`src/rtl/rag_pkg.sv`:
```
// Shared types and constants for the rational arithmetic block.
// No dependencies; compile first.
package rag_pkg;

    localparam int OPERAND_WIDTH_DEF = 16;
    localparam int REQ_TYPE_W        = 2;
    localparam int RES_NUM_W         = 32;
    localparam int RES_DEN_W         = 30;

    localparam logic [REQ_TYPE_W-1:0] OP_ADD = 2'd0;
    localparam logic [REQ_TYPE_W-1:0] OP_SUB = 2'd1;
    localparam logic [REQ_TYPE_W-1:0] OP_MUL = 2'd2;
    localparam logic [REQ_TYPE_W-1:0] OP_DIV = 2'd3;

    typedef struct packed {
        logic busy;
        logic done;
    } rag_stat_t;

endpackage

```
`src/rtl/rag_in_if.sv`:
```
// Request channel: operation and two fractions, valid/ready handshake.
// Depends on rag_pkg.
interface rag_in_if #(parameter int OPERAND_WIDTH = 16);
    import rag_pkg::*;

    logic                             valid;
    logic                             ready;
    logic [REQ_TYPE_W-1:0]            req_type;
    logic signed [OPERAND_WIDTH-1:0]  a_num;
    logic [OPERAND_WIDTH-2:0]         a_den;
    logic signed [OPERAND_WIDTH-1:0]  b_num;
    logic [OPERAND_WIDTH-2:0]         b_den;

    modport source (output valid, req_type, a_num, a_den, b_num, b_den, input ready);
    modport sink   (input valid, req_type, a_num, a_den, b_num, b_den, output ready);
endinterface

```
`src/rtl/rag_out_if.sv`:
```
// Result channel: reduced fraction and compare flags, valid/ready handshake.
// Depends on rag_pkg.
interface rag_out_if;
    import rag_pkg::*;

    logic                        valid;
    logic                        ready;
    logic signed [RES_NUM_W-1:0] res_num;
    logic [RES_DEN_W-1:0]        res_den;
    logic                        is_greater;
    logic                        is_less;
    logic                        is_equal;
    logic                        div_by_zero;

    modport source (output valid, res_num, res_den, is_greater, is_less, is_equal,
                    div_by_zero, input ready);
    modport sink   (input valid, res_num, res_den, is_greater, is_less, is_equal,
                    div_by_zero, output ready);
endinterface

```
`src/rtl/rag_mul.sv`:
```
// Shared signed multiplier with a registered product.
// No package dependencies.
module rag_mul #(
    parameter int OP_W = 17
) (
    input  logic                     clk,
    input  logic signed [OP_W-1:0]   op_a,
    input  logic signed [OP_W-1:0]   op_b,
    output logic signed [2*OP_W-1:0] prod
);

    logic signed [2*OP_W-1:0] prod_reg;

    always_ff @(posedge clk)
    begin
        prod_reg <= op_a * op_b;
    end

    assign prod = prod_reg;

endmodule

```
`src/rtl/rag_gcd.sv`:
```
// Binary greatest common divisor, one shift or subtract per cycle.
// Depends on rag_pkg for the status struct.
module rag_gcd #(
    parameter int MAG_W = 31
) (
    input  logic              clk,
    input  logic              rst_n,
    input  logic              start,
    input  logic [MAG_W-1:0]  x_in,
    input  logic [MAG_W-1:0]  y_in,
    output logic [MAG_W-1:0]  g,
    output rag_pkg::rag_stat_t stat
);
    import rag_pkg::*;

    localparam int KW = $clog2(MAG_W + 1);

    logic [MAG_W-1:0] x_reg, x_next;
    logic [MAG_W-1:0] y_reg, y_next;
    logic [KW-1:0]    k_reg, k_next;
    logic [MAG_W-1:0] g_reg, g_next;
    logic             busy_reg, busy_next;
    logic             done_reg, done_next;

    always_comb
    begin
        x_next    = x_reg;
        y_next    = y_reg;
        k_next    = k_reg;
        g_next    = g_reg;
        busy_next = busy_reg;
        done_next = 1'b0;
        if (start)
        begin
            x_next    = x_in;
            y_next    = y_in;
            k_next    = '0;
            busy_next = 1'b1;
        end
        else if (busy_reg)
        begin
            if (x_reg == '0)
            begin
                g_next    = MAG_W'(y_reg << k_reg);
                busy_next = 1'b0;
                done_next = 1'b1;
            end
            else if (!x_reg[0] && !y_reg[0])
            begin
                x_next = x_reg >> 1;
                y_next = y_reg >> 1;
                k_next = k_reg + KW'(1);
            end
            else if (!x_reg[0])
            begin
                x_next = x_reg >> 1;
            end
            else if (!y_reg[0])
            begin
                y_next = y_reg >> 1;
            end
            else if (x_reg >= y_reg)
            begin
                x_next = x_reg - y_reg;
            end
            else
            begin
                y_next = y_reg - x_reg;
            end
        end
    end

    always_ff @(posedge clk or negedge rst_n)
    begin
        if (!rst_n)
        begin
            busy_reg <= 1'b0;
            done_reg <= 1'b0;
        end
        else
        begin
            busy_reg <= busy_next;
            done_reg <= done_next;
        end
    end

    always_ff @(posedge clk)
    begin
        x_reg <= x_next;
        y_reg <= y_next;
        k_reg <= k_next;
        g_reg <= g_next;
    end

    assign g         = g_reg;
    assign stat.busy = busy_reg;
    assign stat.done = done_reg;

    a_y_nonzero: assert property (@(posedge clk) disable iff (!rst_n)
        busy_reg |-> y_reg != '0)
        else $error("gcd operand y reached zero");

    a_fell_done: assert property (@(posedge clk) disable iff (!rst_n)
        $fell(busy_reg) |-> done_reg)
        else $error("gcd stopped without done");

    a_g_nonzero: assert property (@(posedge clk) disable iff (!rst_n)
        done_reg |-> g_reg != '0)
        else $error("gcd result is zero");

endmodule

```
`src/rtl/rag_div.sv`:
```
// Two-lane restoring divider sharing one divisor, one quotient bit per cycle.
// Depends on rag_pkg for the status struct.
module rag_div #(
    parameter int MAG_W = 31
) (
    input  logic              clk,
    input  logic              rst_n,
    input  logic              start,
    input  logic [MAG_W-1:0]  dvd_a,
    input  logic [MAG_W-1:0]  dvd_b,
    input  logic [MAG_W-1:0]  dvs,
    output logic [MAG_W-1:0]  quo_a,
    output logic [MAG_W-1:0]  quo_b,
    output rag_pkg::rag_stat_t stat
);
    import rag_pkg::*;

    localparam int CW = $clog2(MAG_W + 1);

    logic [MAG_W-1:0] qa_reg, qa_next;
    logic [MAG_W-1:0] qb_reg, qb_next;
    logic [MAG_W-1:0] ra_reg, ra_next;
    logic [MAG_W-1:0] rb_reg, rb_next;
    logic [MAG_W-1:0] dvs_reg, dvs_next;
    logic [CW-1:0]    cnt_reg, cnt_next;
    logic             busy_reg, busy_next;
    logic             done_reg, done_next;
    logic [MAG_W:0]   sha, shb;
    logic             ge_a, ge_b;

    always_comb
    begin
        sha  = {ra_reg, qa_reg[MAG_W-1]};
        shb  = {rb_reg, qb_reg[MAG_W-1]};
        ge_a = sha >= {1'b0, dvs_reg};
        ge_b = shb >= {1'b0, dvs_reg};
    end

    always_comb
    begin
        qa_next   = qa_reg;
        qb_next   = qb_reg;
        ra_next   = ra_reg;
        rb_next   = rb_reg;
        dvs_next  = dvs_reg;
        cnt_next  = cnt_reg;
        busy_next = busy_reg;
        done_next = 1'b0;
        if (start)
        begin
            qa_next   = dvd_a;
            qb_next   = dvd_b;
            ra_next   = '0;
            rb_next   = '0;
            dvs_next  = dvs;
            cnt_next  = CW'(MAG_W);
            busy_next = 1'b1;
        end
        else if (busy_reg)
        begin
            ra_next  = ge_a ? MAG_W'(sha - {1'b0, dvs_reg}) : MAG_W'(sha);
            rb_next  = ge_b ? MAG_W'(shb - {1'b0, dvs_reg}) : MAG_W'(shb);
            qa_next  = {qa_reg[MAG_W-2:0], ge_a};
            qb_next  = {qb_reg[MAG_W-2:0], ge_b};
            cnt_next = cnt_reg - CW'(1);
            if (cnt_reg == CW'(1))
            begin
                busy_next = 1'b0;
                done_next = 1'b1;
            end
        end
    end

    always_ff @(posedge clk or negedge rst_n)
    begin
        if (!rst_n)
        begin
            busy_reg <= 1'b0;
            done_reg <= 1'b0;
            cnt_reg  <= '0;
        end
        else
        begin
            busy_reg <= busy_next;
            done_reg <= done_next;
            cnt_reg  <= cnt_next;
        end
    end

    always_ff @(posedge clk)
    begin
        qa_reg  <= qa_next;
        qb_reg  <= qb_next;
        ra_reg  <= ra_next;
        rb_reg  <= rb_next;
        dvs_reg <= dvs_next;
    end

    assign quo_a     = qa_reg;
    assign quo_b     = qb_reg;
    assign stat.busy = busy_reg;
    assign stat.done = done_reg;

    a_exact: assert property (@(posedge clk) disable iff (!rst_n)
        done_reg |-> ra_reg == '0 && rb_reg == '0)
        else $error("reduction left a remainder");

    a_dvs_nonzero: assert property (@(posedge clk) disable iff (!rst_n)
        busy_reg |-> dvs_reg != '0)
        else $error("divide by zero divisor");

    a_done_idle: assert property (@(posedge clk) disable iff (!rst_n)
        done_reg |-> !busy_reg)
        else $error("divider done while busy");

endmodule

```
`src/rtl/rational_arith_gcd_reduce.sv`:
```
// Top level: fraction add/sub/mul/div with gcd reduction and compare flags.
// Depends on rag_pkg, rag_in_if, rag_out_if, rag_mul, rag_gcd, rag_div.
//
//   channel  dir  handshake     payload
//   req      in   valid/ready   req_type, a_num, a_den, b_num, b_den
//   rsp      out  valid/ready   res_num, res_den, is_greater, is_less, is_equal, div_by_zero
//
// One request passes through the states in order: S_MUL forms four products through the shared
// multiplier, S_SETUP sets up the reduction, S_GCD runs the gcd with its control steps, S_DIV
// divides numerator and denominator by the gcd, S_OUT loads the output, and the block returns to
// S_IDLE. The binary gcd does one shift or subtract per cycle. req.ready is high only while idle.
// Reset is asynchronous, active low, and clears all control state. A stalled rsp holds the next
// result in the output state.
module rational_arith_gcd_reduce #(
    parameter int OPERAND_WIDTH = rag_pkg::OPERAND_WIDTH_DEF
) (
    input  logic      clk,
    input  logic      rst_n,
    rag_in_if.sink    req,
    rag_out_if.source rsp
);
    import rag_pkg::*;

    localparam int DW = OPERAND_WIDTH - 1;
    localparam int PW = 2 * OPERAND_WIDTH;
    localparam int MW = PW - 1;
    localparam int FW = OPERAND_WIDTH + 1;

    localparam logic [2:0] S_IDLE  = 3'd0;
    localparam logic [2:0] S_MUL   = 3'd1;
    localparam logic [2:0] S_SETUP = 3'd2;
    localparam logic [2:0] S_GCD   = 3'd3;
    localparam logic [2:0] S_DIV   = 3'd4;
    localparam logic [2:0] S_OUT   = 3'd5;

    logic [2:0]                      state_reg, state_next;
    logic [2:0]                      mcnt_reg, mcnt_next;
    logic [REQ_TYPE_W-1:0]           op_reg;
    logic signed [OPERAND_WIDTH-1:0] an_reg, bn_reg;
    logic [DW-1:0]                   ad_reg, bd_reg;
    logic signed [PW-1:0]            lhs_reg, rhs_reg, nn_reg;
    logic [MW-1:0]                   dd_reg;
    logic [MW-1:0]                   mag_reg, den_reg;
    logic                            neg_reg, gt_reg, lt_reg, eq_reg, dz_reg;
    logic                            ov_reg, ov_next;
    logic signed [RES_NUM_W-1:0]     res_num_reg;
    logic [RES_DEN_W-1:0]            res_den_reg;
    logic                            rgt_reg, rlt_reg, req_reg, rdz_reg;

    logic signed [FW-1:0]            mul_a, mul_b;
    logic signed [2*FW-1:0]          prod;
    logic signed [PW-1:0]            prod_t;
    logic signed [PW-1:0]            t_s;
    logic [MW-1:0]                   mag_s, den_s;
    logic                            neg_s, dz_s;
    logic signed [PW-1:0]            sres;
    logic [MW-1:0]                   g;
    logic [MW-1:0]                   quo_num, quo_den;
    rag_stat_t                       gcd_stat, div_stat;
    logic                            accept, gcd_start, div_start, load_out;

    assign accept    = req.valid && req.ready;
    assign gcd_start = state_reg == S_SETUP;
    assign div_start = state_reg == S_GCD && gcd_stat.done;
    assign load_out  = state_reg == S_OUT && (!ov_reg || rsp.ready);
    assign prod_t    = PW'(prod);

    always_comb
    begin
        case (mcnt_reg)
            3'd0:
            begin
                mul_a = FW'(an_reg);
                mul_b = $signed({1'b0, 1'b0, bd_reg});
            end
            3'd1:
            begin
                mul_a = $signed({1'b0, 1'b0, ad_reg});
                mul_b = FW'(bn_reg);
            end
            3'd2:
            begin
                mul_a = FW'(an_reg);
                mul_b = FW'(bn_reg);
            end
            3'd3:
            begin
                mul_a = $signed({1'b0, 1'b0, ad_reg});
                mul_b = $signed({1'b0, 1'b0, bd_reg});
            end
            default:
            begin
                mul_a = '0;
                mul_b = '0;
            end
        endcase
    end

    rag_mul #(.OP_W(FW)) u_mul (
        .clk  (clk),
        .op_a (mul_a),
        .op_b (mul_b),
        .prod (prod)
    );

    always_comb
    begin
        t_s   = nn_reg;
        den_s = dd_reg;
        dz_s  = 1'b0;
        neg_s = 1'b0;
        case (op_reg)
            OP_ADD:  t_s = lhs_reg + rhs_reg;
            OP_SUB:  t_s = lhs_reg - rhs_reg;
            OP_MUL:  t_s = nn_reg;
            OP_DIV:
            begin
                t_s   = lhs_reg;
                den_s = MW'(rhs_reg[PW-1] ? -rhs_reg : rhs_reg);
                neg_s = rhs_reg[PW-1];
            end
            default: t_s = nn_reg;
        endcase
        neg_s = neg_s ^ t_s[PW-1];
        mag_s = MW'(t_s[PW-1] ? -t_s : t_s);
        if (op_reg == OP_DIV && bn_reg == '0)
        begin
            dz_s  = 1'b1;
            neg_s = 1'b0;
            mag_s = '0;
            den_s = MW'(1);
        end
    end

    rag_gcd #(.MAG_W(MW)) u_gcd (
        .clk   (clk),
        .rst_n (rst_n),
        .start (gcd_start),
        .x_in  (mag_s),
        .y_in  (den_s),
        .g     (g),
        .stat  (gcd_stat)
    );

    rag_div #(.MAG_W(MW)) u_div (
        .clk   (clk),
        .rst_n (rst_n),
        .start (div_start),
        .dvd_a (mag_reg),
        .dvd_b (den_reg),
        .dvs   (g),
        .quo_a (quo_num),
        .quo_b (quo_den),
        .stat  (div_stat)
    );

    always_comb
    begin
        state_next = state_reg;
        mcnt_next  = mcnt_reg;
        case (state_reg)
            S_IDLE:
            begin
                if (accept)
                begin
                    state_next = S_MUL;
                    mcnt_next  = '0;
                end
            end
            S_MUL:
            begin
                mcnt_next = mcnt_reg + 3'd1;
                if (mcnt_reg == 3'd4)
                begin
                    state_next = S_SETUP;
                end
            end
            S_SETUP: state_next = S_GCD;
            S_GCD:
            begin
                if (gcd_stat.done)
                begin
                    state_next = S_DIV;
                end
            end
            S_DIV:
            begin
                if (div_stat.done)
                begin
                    state_next = S_OUT;
                end
            end
            S_OUT:
            begin
                if (load_out)
                begin
                    state_next = S_IDLE;
                end
            end
            default: state_next = S_IDLE;
        endcase
    end

    always_comb
    begin
        ov_next = ov_reg;
        if (load_out)
        begin
            ov_next = 1'b1;
        end
        else if (rsp.ready)
        begin
            ov_next = 1'b0;
        end
    end

    always_ff @(posedge clk or negedge rst_n)
    begin
        if (!rst_n)
        begin
            state_reg <= S_IDLE;
            mcnt_reg  <= '0;
            ov_reg    <= 1'b0;
        end
        else
        begin
            state_reg <= state_next;
            mcnt_reg  <= mcnt_next;
            ov_reg    <= ov_next;
        end
    end

    assign sres = neg_reg ? -$signed({1'b0, quo_num}) : $signed({1'b0, quo_num});

    always_ff @(posedge clk)
    begin
        if (accept)
        begin
            op_reg <= req.req_type;
            an_reg <= req.a_num;
            bn_reg <= req.b_num;
            ad_reg <= (req.a_den == '0) ? DW'(1) : req.a_den;
            bd_reg <= (req.b_den == '0) ? DW'(1) : req.b_den;
        end
        if (state_reg == S_MUL)
        begin
            case (mcnt_reg)
                3'd1:    lhs_reg <= prod_t;
                3'd2:    rhs_reg <= prod_t;
                3'd3:    nn_reg  <= prod_t;
                3'd4:    dd_reg  <= MW'(prod_t);
                default: ;
            endcase
        end
        if (state_reg == S_SETUP)
        begin
            mag_reg <= mag_s;
            den_reg <= den_s;
            neg_reg <= neg_s;
            dz_reg  <= dz_s;
            gt_reg  <= lhs_reg > rhs_reg;
            lt_reg  <= lhs_reg < rhs_reg;
            eq_reg  <= lhs_reg == rhs_reg;
        end
        if (load_out)
        begin
            res_num_reg <= RES_NUM_W'(sres);
            res_den_reg <= RES_DEN_W'(quo_den);
            rgt_reg     <= gt_reg;
            rlt_reg     <= lt_reg;
            req_reg     <= eq_reg;
            rdz_reg     <= dz_reg;
        end
    end

    assign req.ready       = state_reg == S_IDLE;
    assign rsp.valid       = ov_reg;
    assign rsp.res_num     = res_num_reg;
    assign rsp.res_den     = res_den_reg;
    assign rsp.is_greater  = rgt_reg;
    assign rsp.is_less     = rlt_reg;
    assign rsp.is_equal    = req_reg;
    assign rsp.div_by_zero = rdz_reg;

    a_dz_src: assert property (@(posedge clk) disable iff (!rst_n)
        (state_reg == S_OUT && dz_reg) |-> (op_reg == OP_DIV && bn_reg == '0))
        else $error("div_by_zero without a zero divisor");

    a_out_units_idle: assert property (@(posedge clk) disable iff (!rst_n)
        state_reg == S_OUT |-> !gcd_stat.busy && !div_stat.busy)
        else $error("result taken while a unit is busy");

    a_accept_idle: assert property (@(posedge clk) disable iff (!rst_n)
        accept |-> !gcd_stat.busy && !div_stat.busy && !gcd_stat.done && !div_stat.done)
        else $error("request accepted while a unit is active");

endmodule
```
`src/flat_wrapper.sv`:
```
// flat-port wrapper written by rule: the top's interface ports become plain ports
module rational_arith_gcd_reduce_flat import rag_pkg::*;
#(
    parameter int OPERAND_WIDTH = rag_pkg::OPERAND_WIDTH_DEF
)
  (clk, rst_n, req_valid, req_req_type, req_a_num, req_a_den, req_b_num, req_b_den, req_ready, rsp_valid, rsp_res_num, rsp_res_den, rsp_is_greater, rsp_is_less, rsp_is_equal, rsp_div_by_zero, rsp_ready);
  rag_in_if #(.OPERAND_WIDTH(OPERAND_WIDTH)) req_i ();
  rag_out_if rsp_i ();
  input  logic clk;
  input  logic rst_n;
  input wire logic [$bits(req_i.valid)-1:0] req_valid;
  input wire logic [$bits(req_i.req_type)-1:0] req_req_type;
  input wire logic [$bits(req_i.a_num)-1:0] req_a_num;
  input wire logic [$bits(req_i.a_den)-1:0] req_a_den;
  input wire logic [$bits(req_i.b_num)-1:0] req_b_num;
  input wire logic [$bits(req_i.b_den)-1:0] req_b_den;
  output wire logic [$bits(req_i.ready)-1:0] req_ready;
  output wire logic [$bits(rsp_i.valid)-1:0] rsp_valid;
  output wire logic [$bits(rsp_i.res_num)-1:0] rsp_res_num;
  output wire logic [$bits(rsp_i.res_den)-1:0] rsp_res_den;
  output wire logic [$bits(rsp_i.is_greater)-1:0] rsp_is_greater;
  output wire logic [$bits(rsp_i.is_less)-1:0] rsp_is_less;
  output wire logic [$bits(rsp_i.is_equal)-1:0] rsp_is_equal;
  output wire logic [$bits(rsp_i.div_by_zero)-1:0] rsp_div_by_zero;
  input wire logic [$bits(rsp_i.ready)-1:0] rsp_ready;
  assign req_i.valid = req_valid;
  assign req_i.req_type = req_req_type;
  assign req_i.a_num = req_a_num;
  assign req_i.a_den = req_a_den;
  assign req_i.b_num = req_b_num;
  assign req_i.b_den = req_b_den;
  assign req_ready = req_i.ready;
  assign rsp_valid = rsp_i.valid;
  assign rsp_res_num = rsp_i.res_num;
  assign rsp_res_den = rsp_i.res_den;
  assign rsp_is_greater = rsp_i.is_greater;
  assign rsp_is_less = rsp_i.is_less;
  assign rsp_is_equal = rsp_i.is_equal;
  assign rsp_div_by_zero = rsp_i.div_by_zero;
  assign rsp_i.ready = rsp_ready;
  rational_arith_gcd_reduce #(.OPERAND_WIDTH(OPERAND_WIDTH)) u_core (.clk(clk), .rst_n(rst_n), .req(req_i), .rsp(rsp_i));
endmodule
```
`config.mk`:
```
export PLATFORM = sky130hd
export DESIGN_NAME = rational_arith_gcd_reduce_flat
export DESIGN_NICKNAME = d
export VERILOG_FILES = /design/src/rtl/rag_pkg.sv /design/src/rtl/rag_in_if.sv /design/src/rtl/rag_out_if.sv /design/src/rtl/rag_mul.sv /design/src/rtl/rag_gcd.sv /design/src/rtl/rag_div.sv /design/src/rtl/rational_arith_gcd_reduce.sv /design/src/flat_wrapper.sv
export SDC_FILE = /design/constraint.sdc
export NUM_CORES = 2
export LEC_CHECK = 0
export ABC_AREA = 0
export BUFFER_PORTS_ARGS = -buffer_cell sky130_fd_sc_hd__buf_4
export CAP_MARGIN = 10
export CORE_ASPECT_RATIO = 1.4
export CORE_UTILIZATION = 30
export CTS_BUF_LIST = sky130_fd_sc_hd__clkbuf_4
export CTS_CLUSTER_SIZE = 40
export DETAILED_ROUTE_END_ITERATION = 10
export PLACE_DENSITY = 0.52
export SLEW_MARGIN = 40
export SYNTH_ARGS = -nofsm -noshare
export SYNTH_HDL_FRONTEND = slang
export SYNTH_SLANG_ARGS = --single-unit
```
`constraint.sdc`:
```
create_clock -name clk -period 15.6 [get_ports clk]
set_input_delay 2.34 -clock clk [delete_from_list [all_inputs] [get_ports clk]]
set_output_delay 2.34 -clock clk [all_outputs]
set_load 0.01 [all_outputs]
```
* Word level (Yosys, flattened, before mapping) *
Cells that the tools add are included.
Widths: inputs -> output; s select.

storage, ports and cells
  flip-flop bits (word level) = 625
  input port bits = 68
  output and inout bits = 68
  word-level logic and storage cells = 180

cells by class
  $add $sub $neg = 12
  multiply operators = 1
  order comparisons = 5
  eq/ne operators = 23
  shift-type cells = 1
  muxes and demuxes = 55
  bitwise gates (word level) = 3
  reduce and logical (&&, ||, !) cells = 37

operator list
  kind                number
  $mux 31             26
  $pmux 32 s4         1
  $sub 31x31->31      4
  $pmux 17 s2         2
  $ge 32x31->1        2
  $neg 31->31         2
  $add 32x32->32      1
  $eq 32x32->1        1
  $gt 32x32->1        1
  $lt 32x32->1        1
  $mul 17x17->32      1
  $neg 31->32         1
  $sub 32x32->32      1
  $ge 31x31->1        1
  $logic_not 31->1    1
  $shl 31x5->31       1
  $logic_not 15->1    2
  $mux 3              6
  $pmux 3 s6          1
  $logic_not 16->1    1
  $mux 1              16
  $eq 3x2->1 const B  4
  $reduce_and 2->1    6
  $mux 5              2
  other kinds (26)    52

* Depth between registers and ports, before layout *
  word-level depth = 8
  gate-level depth with buffers = 33

* Modules after synthesis *
A second synthesis with hierarchy kept.

second synthesis, totals
  cells, all modules = 5037
  area total of the unflattened synthesis = 49578.8 µm²

by module, submodules not included
  module                     instances  cells an instance  area each (µm²)  seq. area each (µm²)
  rational_arith_gcd_reduce  1          1625               18336.3          9904.5
  rag_mul                    1          1239               11614.9          680.7
  rag_div                    1          1005               9883.2           4209.0
  rag_gcd                    1          1168               9744.3           2942.8

* Least setup slack after synthesis *
Ideal clock, no wire load.

  kind = reg2reg
  start = reg u_core.mcnt_reg[2]
  end = reg u_core.u_mul.prod_reg[30], in the netlist u_core.u_mul.prod[30]
  arrival = 7.270 ns
  slack = 8.258 ns
  stages on the path, launching flop included = 30
  path buffers = 3
  clock period less this slack = 7.342 ns
  cells stage by stage = dfrtp_1 -> clkbuf_1 -> inv_1 -> ha_1 -> a21o_1 -> clkbuf_1 -> clkbuf_1 -> a22oi_1 -> nor2_1 -> fa_1 -> inv_1 -> fa_1 -> fa_1 -> fa_1 -> inv_1 -> fa_1 -> inv_1 -> fa_1 -> inv_1 -> ha_1 -> a21oi_1 -> nor2_1 -> a311o_1 -> a31oi_1 -> o21ai_0 -> o311a_1 -> o221ai_1 -> o21bai_1 -> a21oi_1 -> xnor2_1

on the way
  word-level cells in the longest chain between the ends = 4
  elaborated cells on any way between the ends = 11
  those cells by class = 1 x mul; 3 x eq/ne; 2 x mux; 5 x reduce/logical

ends and longest elaborated chain
  item                                      line                              RTL
  from (decl)                               rational_arith_gcd_reduce.sv:37   logic [2:0] mcnt_reg, mcnt_next;
  from (signal assigned)                    rational_arith_gcd_reduce.sv:228  mcnt_reg <= mcnt_next;
  $eq 3x1->1, or another cell as far along  rational_arith_gcd_reduce.sv:70   case (mcnt_reg)
  $reduce_or 2->1 (no source line)          --
  $pmux 17 s2                               rational_arith_gcd_reduce.sv:70
  $mul 17x17->32 *                          rag_mul.sv:16                     prod_reg <= op_a * op_b;
  to (signal assigned)                      rag_mul.sv:16
  to (decl)                                 rag_mul.sv:12                     logic signed [2*OP_W-1:0] prod_reg;

Mark *: on every way between the ends. The rest lies on a longest branch, timed or not.
A chain may end at the register's enable or synchronous reset.

* Final worst setup path *
  start = reg u_core.mcnt_reg[1]
  end = reg u_core.u_mul.prod_reg[31], in the netlist u_core.u_mul.prod[31]

Same word-level chain as after synthesis.

==> impl_metrics.json <==
{
  "groute.layer.met2.usage_pct": 36.46,
  "cp_slowest_cell": "clkinv_1",
  "fillCellCount": 16330,
  "num_vias": 36860,
  "finalNetCount": 5657,
  "clock_buffer_depth": 3,
  "category_of_the_most_critical_setup_path": "register to register",
  "max_clock_freq_mhz": 118.4,
  "drv_cap": 0,
  "number_of_clock_sinks": 625,
  "setup_violations_final": 0,
  "globalRouteTotalUtil_pct": 19.48,
  "die-area_um2": 159700,
  "route.detailed.drc": 0,
  "grtUsageMet3_pct": 2.817,
  "synth_enable_flop_cells": 510,
  "post-layout-total-power_mw": 3.285,
  "holdCritPathClass": "register to register",
  "core.rowCount": 172,
  "clkTransAtPathRegs_ps": 70,
  "ctsRootBufferMaster": "clkbuf_4",
  "total_switching_power_mw": 0.7345,
  "irDropWorstVdd_mv": 0.06733,
  "area_of_all_placed_cells_without_fillers_um2": 52900,
  "ctsHtreeMaxLevel": 4,
  "clock_insertion_delay_worst_skew_ps": 1180,
  "floorplan.initialDensity_pct": 30.23,
  "outcome": "finished, final reports clean",
  "netlist.area_leader.share_pct": 32.29,
  "power_density_nw_per_um2": 62.09,
  "layoutNonFillerInstCount": 7259,
  "netlist-cell-type-count": 105,
  "cts_repair_resize_count": 0,
  "route.detailed.wl_per_inst_um": 21.41,
  "grt.busiest_layer": "met2",
  "detailed_place_hpwl_mm": 122.2,
  "overflow": 0,
  "power.leakage_nw": 22.24,
  "dominantRegCellSynth": "edfxtp_1",
  "number_of_design_rule_violations_left_by_the_first_detailed_router_iteration": 2231,
  "synth_top_area_cell": "edfxtp_1",
  "io_buffer_count": 135,
  "tightestPinTransition_ps": 952.9,
  "final_antenna_net_count": 0,
  "cts_made_buffers": 165,
  "pin_count": 136,
  "chipHeight_um": 472.4,
  "grt_antenna_before_repair": 2,
  "clock_power_share_pct": 45.3,
  "wire_length_of_the_first_global_routing_pass_mm": 233.3,
  "power.internal_mw": 2.550,
  "timing.setup.tns_ps": 0,
  "timing.clock.skew_ps": 100.0,
  "timing.critical_path.arrival_ps": 9450,
  "post_route_minimum_period_ps": 8447,
  "core-area_um2": 156900,
  "rsz0062_at_grt": "no",
  "wl_mm": 155.4,
  "cpMostUsedCell": "fa_1",
  "ys_ff_latch": 625,
  "global_route.usage.met1_pct": 21.06,
  "synth.yosys.warnings": 0,
  "yosysSeqAreaShare_pct": 37.32,
  "critPathRequiredTime_ps": 16600,
  "fin_crit_sh_pct": 54.15,
  "syn_to_layout_area_delta_pct": 11.55,
  "synth_top_cells_by_area": "edfxtp_1 32%, fa_1 12%, ha_1 7.4%, nand2_1 4.6%, dfxtp_1 4.2%",
  "timing_max_transition_violations_final": 0,
  "dpl_cell_area_um2": 50670,
  "first_global_vias": 38310,
  "floorplan.die.width_um": 338.0,
  "total_of_hold_buffers_inserted_after_clock_tree_synthesis": 0,
  "gp_routability_congestion": 0.9298,
  "swShare_pct": 22.36,
  "critical_path.endpoint_type": "register",
  "synth_nets": 5554,
  "p_seq_share_pct": 54.2,
  "crit_fanout": 25,
  "ys_async_sr_fraction_pct": 2.560,
  "crit_path_launch_type": "register",
  "syn_area_per_cell_um2": 9.629,
  "firstDrtPassIters": 5,
  "largest_net_degree_at_the_start_of_global_routing": 100,
  "final.setup.worst_slack_ps": 7153,
  "postSynthCellCount": 4925,
  "final_layout_size_suffix_gt1_share_pct": 11.62,
  "number_of_vias_per_cell": 5.078,
  "place_worst_setup_slack_ps": 7306,
  "report.final.hold_viol_count": 0,
  "synth.cell_area_um2": 47420,
  "cts.repair_timing.setup_buffer_count": 0,
  "cpPeakStageDelay_ps": 810,
  "timing.max_slew.rel_slack_pct": 36.09,
  "pwr-share-comb_pct": 0.5,
  "clock_tree_from_tritoncts": "yes",
  "post-place-cells": 6947
}
-- cells by family after synthesis --
logic type / count (synthesis) / synth area share [%]
simple gates: 1476 / 13.93
compound gates: 1121 / 15.87
buf+inv: 787 / 6.332
flops: 625 / 37.32
fa+ha+maj: 561 / 19.25
xor+xnor: 240 / 4.432
mux: 115 / 2.870
-- cell usage after synthesis (28+ instances only) --
master / count
nor2_1: 474
xor2_1: 57
a21o_1: 91
a22oi_1: 56
dfxtp_1: 99
xnor2_1: 183
mux2i_1: 91
nor2b_1: 35
a21oi_1: 264
o22ai_1: 36
nand2_1: 582
a211oi_1: 72
a22o_1: 28
ha_1: 280
o31ai_1: 37
nor3_1: 70
nor4_1: 30
o21a_1: 41
nand2b_1: 37
inv_1: 521
o21ai_0: 215
a31oi_1: 33
o21bai_1: 28
fa_1: 281
clkbuf_1: 217
nand3_1: 56
nand4_1: 39
edfxtp_1: 510
-- power groups by stage --
stage / clock (mW) / combinational, mW / sequential [mW]
finish: 1.49 / 0.0163 / 1.78
detailed placement: 0 / 0.0168 / 1.82
global placement: 0 / 0.0166 / 1.82
global route: 1.62 / 0.0177 / 1.78
floorplan: 0 / 0.00275 / 1.82
CTS: 1.55 / 0.0168 / 1.78
-- layout by cell type (no fill, tap or decap), types with 41 or more instances in the layout --
| master | synthesis | final |
|---|---|---|
| a211oi_1 | 72 | 64 |
| a21o_1 | 91 | 90 |
| a21oi_1 | 264 | 264 |
| a22oi_1 | 56 | 51 |
| buf_4 | 2 | 192 |
| clkbuf_4 | 0 | 239 |
| dfxtp_1 | 99 | 97 |
| edfxtp_1 | 510 | 510 |
| fa_1 | 281 | 281 |
| ha_1 | 280 | 280 |
| inv_1 | 521 | 517 |
| mux2i_1 | 91 | 91 |
| nand2_1 | 582 | 579 |
| nand3_1 | 56 | 56 |
| nor2_1 | 474 | 469 |
| nor3_1 | 70 | 67 |
| o21a_1 | 41 | 41 |
| o21ai_0 | 215 | 214 |
| xnor2_1 | 183 | 183 |
| xor2_1 | 57 | 57 |
-- metrics by stage --
step / utilization [%] / hold WS, ps
global placement: 32.22 / 401.7
floorplan: - / 400.3
CTS: 33.67 / 381.3
global route: 33.72 / 411.9
finish: 33.72 / 394.9
detailed placement: 32.30 / 405.4
-- path summary, 6_finish.rpt --
path	slack (ps)	end	from	cells past startpoint
min in group asynchronous	1080	u_core.u_div.cnt_reg[1]	rst_n	1
worst min register to register	390	u_core.rsp.div_by_zero	u_core.dz_reg	0
worst min-delay path	390	u_core.rsp.div_by_zero	u_core.dz_reg	0
worst max register to register	7150	u_core.u_mul.prod[31]	u_core.mcnt_reg[1]	29
worst max-delay path	7150	u_core.u_mul.prod[31]	u_core.mcnt_reg[1]	29
max in group asynchronous	14180	u_core.u_div.done_reg	rst_n	1
-- final cells by class --
cell class	count	area [um2]	share of cell area [%]
well taps	2088	2613	4.938
multi-input cells	3513	26880	50.81
inverters	523	1968	3.720
diodes	9	22.52	0.04257
flip-flops and latches	625	17700	33.46
clock buffers	239	1794	3.392
repair buffers	200	1562	2.952
clock inverters	62	359.1	0.6788
-- worst max-delay path: cells and delay by family, from the launching register on --
kind	cells	cell delay, ps
AO/OA/AOI/OAI	11	1990
AND/OR/NAND/NOR	4	1040
buffers and inverters	5	1280
flip-flops	1	410
XOR/XNOR	1	80
adder cells (fa/ha/maj)	8	3510
-- layer usage --
layer  vias to the layer above  share of wire (%)
li1                      17490                  -
met1                     18140                 39
met2                       931                 53
met3                       307                3.5
met4                         0                4.6
met5                         -                  0
No activity file was read; power rests on OpenSTA's default activity.
